**src/sv/tcc_pkg.sv**
```systemverilog
// Shared constants, types and helper functions for the telegram CRC checker.
`default_nettype none

package tcc_pkg;

  localparam logic [7:0]  LineFeedChar = 8'h0A;
  localparam logic [7:0]  SlashChar    = 8'h2F;
  localparam logic [7:0]  BangChar     = 8'h21;
  localparam logic [15:0] CrcPoly      = 16'hA001;
  localparam logic [2:0]  HexMaxDigits = 3'd4;

  // Decoded hex character
  typedef struct packed {
    logic       valid;
    logic [3:0] value;
  } hex_dig_t;

  // Per-byte result of the line parser
  typedef struct packed {
    logic        line_done;
    logic        crc_line;
    logic        crc_ok;
    logic [15:0] received_crc;
  } line_res_t;

  // Reflected CRC-16 over one byte, LSB first
  function automatic logic [15:0] crc_fold(input logic [15:0] crc, input logic [7:0] b);
    logic [15:0] c;
    c = crc ^ {8'h00, b};
    for (int k = 0; k < 8; k++) begin
      if (c[0]) begin
        c = (c >> 1) ^ CrcPoly;
      end else begin
        c = c >> 1;
      end
    end
    return c;
  endfunction

  function automatic hex_dig_t hex_digit(input logic [7:0] b);
    hex_dig_t d;
    d.valid = 1'b1;
    d.value = 4'h0;
    if (b inside {[8'h30:8'h39]}) begin
      d.value = b[3:0];
    end else if (b inside {[8'h41:8'h46], [8'h61:8'h66]}) begin
      d.value = b[3:0] + 4'd9;
    end else begin
      d.valid = 1'b0;
    end
    return d;
  endfunction

endpackage

`default_nettype wire

```
**src/sv/tcc_line.sv**
```systemverilog
// Line tracker: detects CRC lines, collects hex digits, compares at line feed.
`default_nettype none

module tcc_line (
  input  wire logic                clk_i,
  input  wire logic                rst_ni,
  input  wire logic                en_i,
  input  wire logic [7:0]          byte_i,
  input  wire logic [15:0]         latched_i,
  output tcc_pkg::line_res_t       res_o
);
  import tcc_pkg::*;

  logic        at_start_q, at_start_d;
  logic        bang_q, bang_d;
  logic [2:0]  pos_q, pos_d;
  logic [15:0] hex_q, hex_d;
  logic        stopped_q, stopped_d;
  logic        seen_q, seen_d;
  hex_dig_t    dig;

  always_comb begin
    dig        = hex_digit(byte_i);
    at_start_d = at_start_q;
    bang_d     = bang_q;
    pos_d      = pos_q;
    hex_d      = hex_q;
    stopped_d  = stopped_q;
    seen_d     = seen_q;
    res_o      = '0;

    if (byte_i == LineFeedChar) begin
      res_o.line_done = 1'b1;
      if (bang_q && !at_start_q) begin
        res_o.crc_line     = 1'b1;
        res_o.received_crc = hex_q;
        res_o.crc_ok       = seen_q && (hex_q == latched_i);
      end
      at_start_d = 1'b1;
      bang_d     = 1'b0;
      pos_d      = '0;
      hex_d      = '0;
      stopped_d  = 1'b0;
      seen_d     = 1'b0;
    end else if (at_start_q) begin
      at_start_d = 1'b0;
      bang_d     = (byte_i == BangChar);
    end else if (bang_q && !stopped_q && (pos_q < HexMaxDigits)) begin
      if (!dig.valid) begin
        stopped_d = 1'b1;
      end else begin
        hex_d  = {hex_q[11:0], dig.value};
        seen_d = 1'b1;
        pos_d  = pos_q + 3'd1;
      end
    end
  end

  always_ff @(posedge clk_i or negedge rst_ni) begin
    if (!rst_ni) begin
      at_start_q <= 1'b1;
      bang_q     <= 1'b0;
      pos_q      <= '0;
      hex_q      <= '0;
      stopped_q  <= 1'b0;
      seen_q     <= 1'b0;
    end else if (en_i) begin
      at_start_q <= at_start_d;
      bang_q     <= bang_d;
      pos_q      <= pos_d;
      hex_q      <= hex_d;
      stopped_q  <= stopped_d;
      seen_q     <= seen_d;
    end
  end

endmodule

`default_nettype wire

```
**config.mk**
```make
export PLATFORM = sky130hd
export DESIGN_NAME = tcc_line
export DESIGN_NICKNAME = d
export VERILOG_FILES = /design/src/sv/tcc_pkg.sv /design/src/sv/tcc_line.sv
export SDC_FILE = /design/constraint.sdc
export NUM_CORES = 1
export LEC_CHECK = 0
export BUFFER_PORTS_ARGS = -buffer_cell sky130_fd_sc_hd__buf_2
export CELL_PAD_IN_SITES_DETAIL_PLACEMENT = 0
export CELL_PAD_IN_SITES_GLOBAL_PLACEMENT = 2
export CORE_ASPECT_RATIO = 0.5
export CORE_MARGIN = 2
export CORE_UTILIZATION = 27
export CTS_CLUSTER_SIZE = 40
export DETAILED_ROUTE_END_ITERATION = 6
export PLACE_DENSITY = 0.81
export SKIP_CTS_REPAIR_TIMING = 1
export SLEW_MARGIN = 20
export SYNTH_ARGS = -nofsm -noshare
export SYNTH_HDL_FRONTEND = slang
export SYNTH_SLANG_ARGS = --single-unit
```
**constraint.sdc**
```tcl
create_clock -name clk_i -period 1.68 [get_ports clk_i]
set_clock_uncertainty 0.1 [all_clocks]
set_input_delay 0.084 -clock clk_i [delete_from_list [all_inputs] [get_ports clk_i]]
set_output_delay 0.084 -clock clk_i [all_outputs]
set_load 0.01 [all_outputs]
```
==> load_flow_metrics.sql <==
INSERT INTO impl_metrics (metric_group, metric, value, unit) VALUES
('status', 'run_status', 'finished, violations left', ''),
('status', 'failed_checks', 'setup timing', ''),
('detailed_routing', 'drtIter0Drc', '67', ''),
('cts', 'worstSkewPairLatency', '0.25', 'ns'),
('die', 'initial_utilization', '0.284', ''),
('final_layout', 'fillerInstances', '586', ''),
('detailed_routing', 'drt_pre_antenna_iters', '4', ''),
('logic_synthesis', 'netlist_instances', '169', ''),
('power', 'power', '1.25', 'mW'),
('run', 'drv_cap', '0', ''),
('die', 'i_o_pin_count', '46', ''),
('logic_synthesis', 'mean_instance_size_in_the_synthesized_netlist', '9.35', 'sq um'),
('timing', 'maxSlewHeadroom', '0.649', ''),
('die', 'die-height', '58.1', 'microns'),
('detailed_routing', 'route.detailed.wl_per_inst', '13.5', 'microns'),
('detailed_routing', 'drcViolationCount', '0', ''),
('cts', 'htree_levels', '1', ''),
('timing', 'finalCriticalPeriod', '1.87', 'ns'),
('setup_path', 'setup.worst_path.start_class', 'register', ''),
('setup_path', 'worst-r2r-setup-slack', '0.10', 'ns'),
('setup_path', 'worstPathRequired', '1.50', 'ns'),
('power', 'vdd_ir_drop_max', '0.356', 'mV'),
('final_layout', 'nets', '268', ''),
('timing', 'final_critical_path_setup_slack', '-0.192', 'ns'),
('timing', 'setup_repair_after_global_routing_missed_its_margin', 'yes', ''),
('logic_synthesis', 'synth.lib_cells_used.distinct', '41', ''),
('timing', 'final-max-slew-violation-count', '0', ''),
('final_layout', 'drive_above_1_share', '0.387', ''),
('global_routing', 'number_of_global_route_vias_before_repair', '1384', ''),
('setup_path', 'worstSetupStartpoint', 'hex_q[6]$_DFFE_PN0P_', ''),
('setup_path', 'worstRegToRegCells', '4', ''),
('cts', 'clock_tree_from_tritoncts', 'yes', ''),
('detailed_routing', 'route.vias.total', '1381', ''),
('cts', 'path_clk_slew', '0.06', 'ns'),
('placed_design', 'portBuffers', '45', ''),
('final_layout', 'multi_input_area', '960', 'sq um'),
('die', 'die_w', '112', 'microns'),
('timing', 'fin_tns_setup', '-0.192', 'ns'),
('power', 'leakage', '1.15', 'nW'),
('placed_design', 'gp_routability_congestion', '0.746', ''),
('timing', 'max_freq', '0.534', 'GHz'),
('setup_path', 'setup.worst_path.class', 'reg -> out', ''),
('final_layout', 'layout.area.seq', '577', 'sq um'),
('final_layout', 'areaGrowthSynthToFinish', '39.7', '%'),
('cts', 'tritoncts_num_sinks', '23', ''),
('global_routing', 'grt.overflow.total', '0', ''),
('power', 'pwr_density_cell', '565', 'mW/mm^2'),
('min_path', 'hold_path_cell_cnt', '2', ''),
('die', 'area_of_the_core', '0.00556', 'sq mm'),
('final_layout', 'antenna_diode_count', '0', ''),
('logic_synthesis', 'synth_sequential_area_ratio', '0.365', ''),
('setup_path', 'regToRegStartpoint', 'bang_q$_DFFE_PN0P_', ''),
('timing', 'final-setup-viol-count', '1', ''),
('timing', 'worst_pin_slew', '0.526', 'ns'),
('die', 'fp-row-count', '19', ''),
('global_routing', 'grt_first_pass_wirelength', '6510', 'microns'),
('placed_design', 'dp_worst_setup_slack', '-0.236', 'ns'),
('setup_path', 'r2r_end', 'hex_q[13]$_DFFE_PN0P_', ''),
('detailed_routing', 'via_per_inst', '4.48', ''),
('logic_synthesis', 'ys_ff_latch', '23', ''),
('setup_path', 'end_kind', 'output port', ''),
('global_routing', 'grt.total_usage', '0.123', ''),
('logic_synthesis', 'syn-num-nets', '201', ''),
('setup_path', 'cp_data_arrival_time', '1.69', 'ns'),
('setup_path', 'crit_path_max_fanout', '2', ''),
('detailed_routing', 'drt_wl_total', '4150', 'microns'),
('timing', 'fin_crit_sh', '1.11', ''),
('logic_synthesis', 'yosysWarningCount', '0', ''),
('global_routing', 'grt_start_max_net_pins', '24', ''),
('placed_design', 'hpwl_after_detailed_placement', '2960', 'microns'),
('setup_path', 'setup.worst_path.end', 'res_o[16]', ''),
('cts', 'cts_made_buffers', '3', ''),
('global_routing', 'number_of_antenna_violations_at_the_first_check_in_global_routing', '0', ''),
('detailed_routing', 'antenna_left', '0', ''),
('cts', 'cts.root.buffer_cell', 'sky130_fd_sc_hd__clkbuf_16', ''),
('logic_synthesis', 'syn_area', '0.00158', 'sq mm'),
('timing', 'hold_viol', '0', ''),
('die', 'design.die.area', '0.00652', 'sq mm'),
('cts', 'cts_max_path_buffers', '2', ''),
('min_path', 'min_path_type', 'in -> reg', '');
==> worst min path at each step <==
| stage | slack [ns] | end | start |
|---|---|---|---|
| 2_1_floorplan | -0.31 | bang_q$_DFFE_PN0P_ | rst_ni |
| 3_3_place_gp | -0.001 | bang_q$_DFFE_PN0P_ | rst_ni |
| 3_5_place_dp | -0.004 | bang_q$_DFFE_PN0P_ | rst_ni |
| 4_1_cts | -0.27 | bang_q$_DFFE_PN0P_ | rst_ni |
| 5_1_grt | 0.02 | at_start_q$_DFFE_PN1P_ | en_i |
| 6_report | 0.007 | at_start_q$_DFFE_PN1P_ | en_i |
==> metrics by stage <==
step,instances,util,hold WS (ns),area [sq um]
after CTS,302,0.382,-0.275,2120
final,308,0.397,0.00676,2210
after detailed placement,298,0.367,-0.00385,2040
after global placement,298,0.367,-0.00121,2040
after global routing,308,0.397,0.0234,2210
after floorplan,169,-,-0.312,1610
==> worst max-delay path, cell delays in order, from the launching register on <==
cell and delay, ns:
sky130_fd_sc_hd__dfrtp_1 0.39, sky130_fd_sc_hd__xnor2_1 0.21, sky130_fd_sc_hd__nand4_1 0.16, sky130_fd_sc_hd__nor4_2 0.34, sky130_fd_sc_hd__and3_1 0.20, sky130_fd_sc_hd__buf_2 0.12
==> synth_stat cells (all sizes together) <==
master,instances,area share
a21oi,4,0.015
a22o,1,0.0055
a2bb2oi,1,0.0055
and2,17,0.068
and3,2,0.0079
and3b,1,0.0055
and4,1,0.0071
buf,7,0.033
clkbuf,2,0.0048
dfrtp,22,0.35
dfstp,1,0.017
ha,5,0.040
inv,17,0.040
mux2,3,0.021
mux2i,17,0.11
nand2,23,0.055
nand2b,2,0.0079
nand3,2,0.0063
nand4,3,0.012
nand4b,1,0.0055
nand4bb,1,0.0071
nor2,1,0.0024
nor2b,1,0.0040
nor3,2,0.0063
nor3b,1,0.0048
nor4,2,0.012
nor4b,2,0.011
o211ai,1,0.0048
o21a,1,0.0048
o21ai,5,0.016
o21bai,1,0.0048
o221ai,1,0.0095
or3b,1,0.0055
xnor2,14,0.078
xor2,3,0.017
==> placed cells by master, fill, tap and decap left out, types with 3 or more instances in the layout <==
master and instances:
sky130_fd_sc_hd__nand2_1 23, sky130_fd_sc_hd__o21ai_0 5, sky130_fd_sc_hd__and2_1 16, sky130_fd_sc_hd__dfrtp_1 22
sky130_fd_sc_hd__nand4_1 3, sky130_fd_sc_hd__a21oi_1 3, sky130_fd_sc_hd__ha_1 3, sky130_fd_sc_hd__mux2i_1 17
sky130_fd_sc_hd__and3_4 3, sky130_fd_sc_hd__buf_2 45, sky130_fd_sc_hd__xor2_1 3, sky130_fd_sc_hd__buf_4 21
sky130_fd_sc_hd__inv_1 14, sky130_fd_sc_hd__clkbuf_16 3, sky130_fd_sc_hd__xnor2_1 14
==> sequential cells by signal, indices dropped and copies added (netlist names) <==
signal	flops
pos_q	3
bang_q	1
seen_q	1
hex_q	16
at_start_q	1
stopped_q	1
==> power breakdown <==
part | total, mW | switching, mW | internal (mW)
clock | 0.517 | 0.197 | 0.320
combinational | 0.163 | 0.0789 | 0.0844
sequential | 0.568 | 0.00619 | 0.561
==> layer usage <==
layer  global-route usage  share of wire  vias up
met3               0.0241          0.041        6
li1                     -              -      701
met2                0.219           0.48       24
met1                0.160           0.47      650
met4               0.0209          0.013        0
met5                    0              0        -
==> cells by family after synthesis <==
family | share of synthesized area
compound gates | 0.0657
xor+xnor | 0.0942
fa+ha+maj | 0.0396
buf+inv | 0.0784
flops | 0.365
mux | 0.129
simple gates | 0.228
==> layout make-up <==
cell class / count / area share
inverter: 17 / 0.0300
clock inverter: 1 / 0.00227
clock buffer: 3 / 0.0340
tap: 73 / 0.0414
timing repair buffer: 69 / 0.196
sequential: 23 / 0.261
multi-input combinational: 122 / 0.435
No activity file was read; power rests on OpenSTA's default activity.
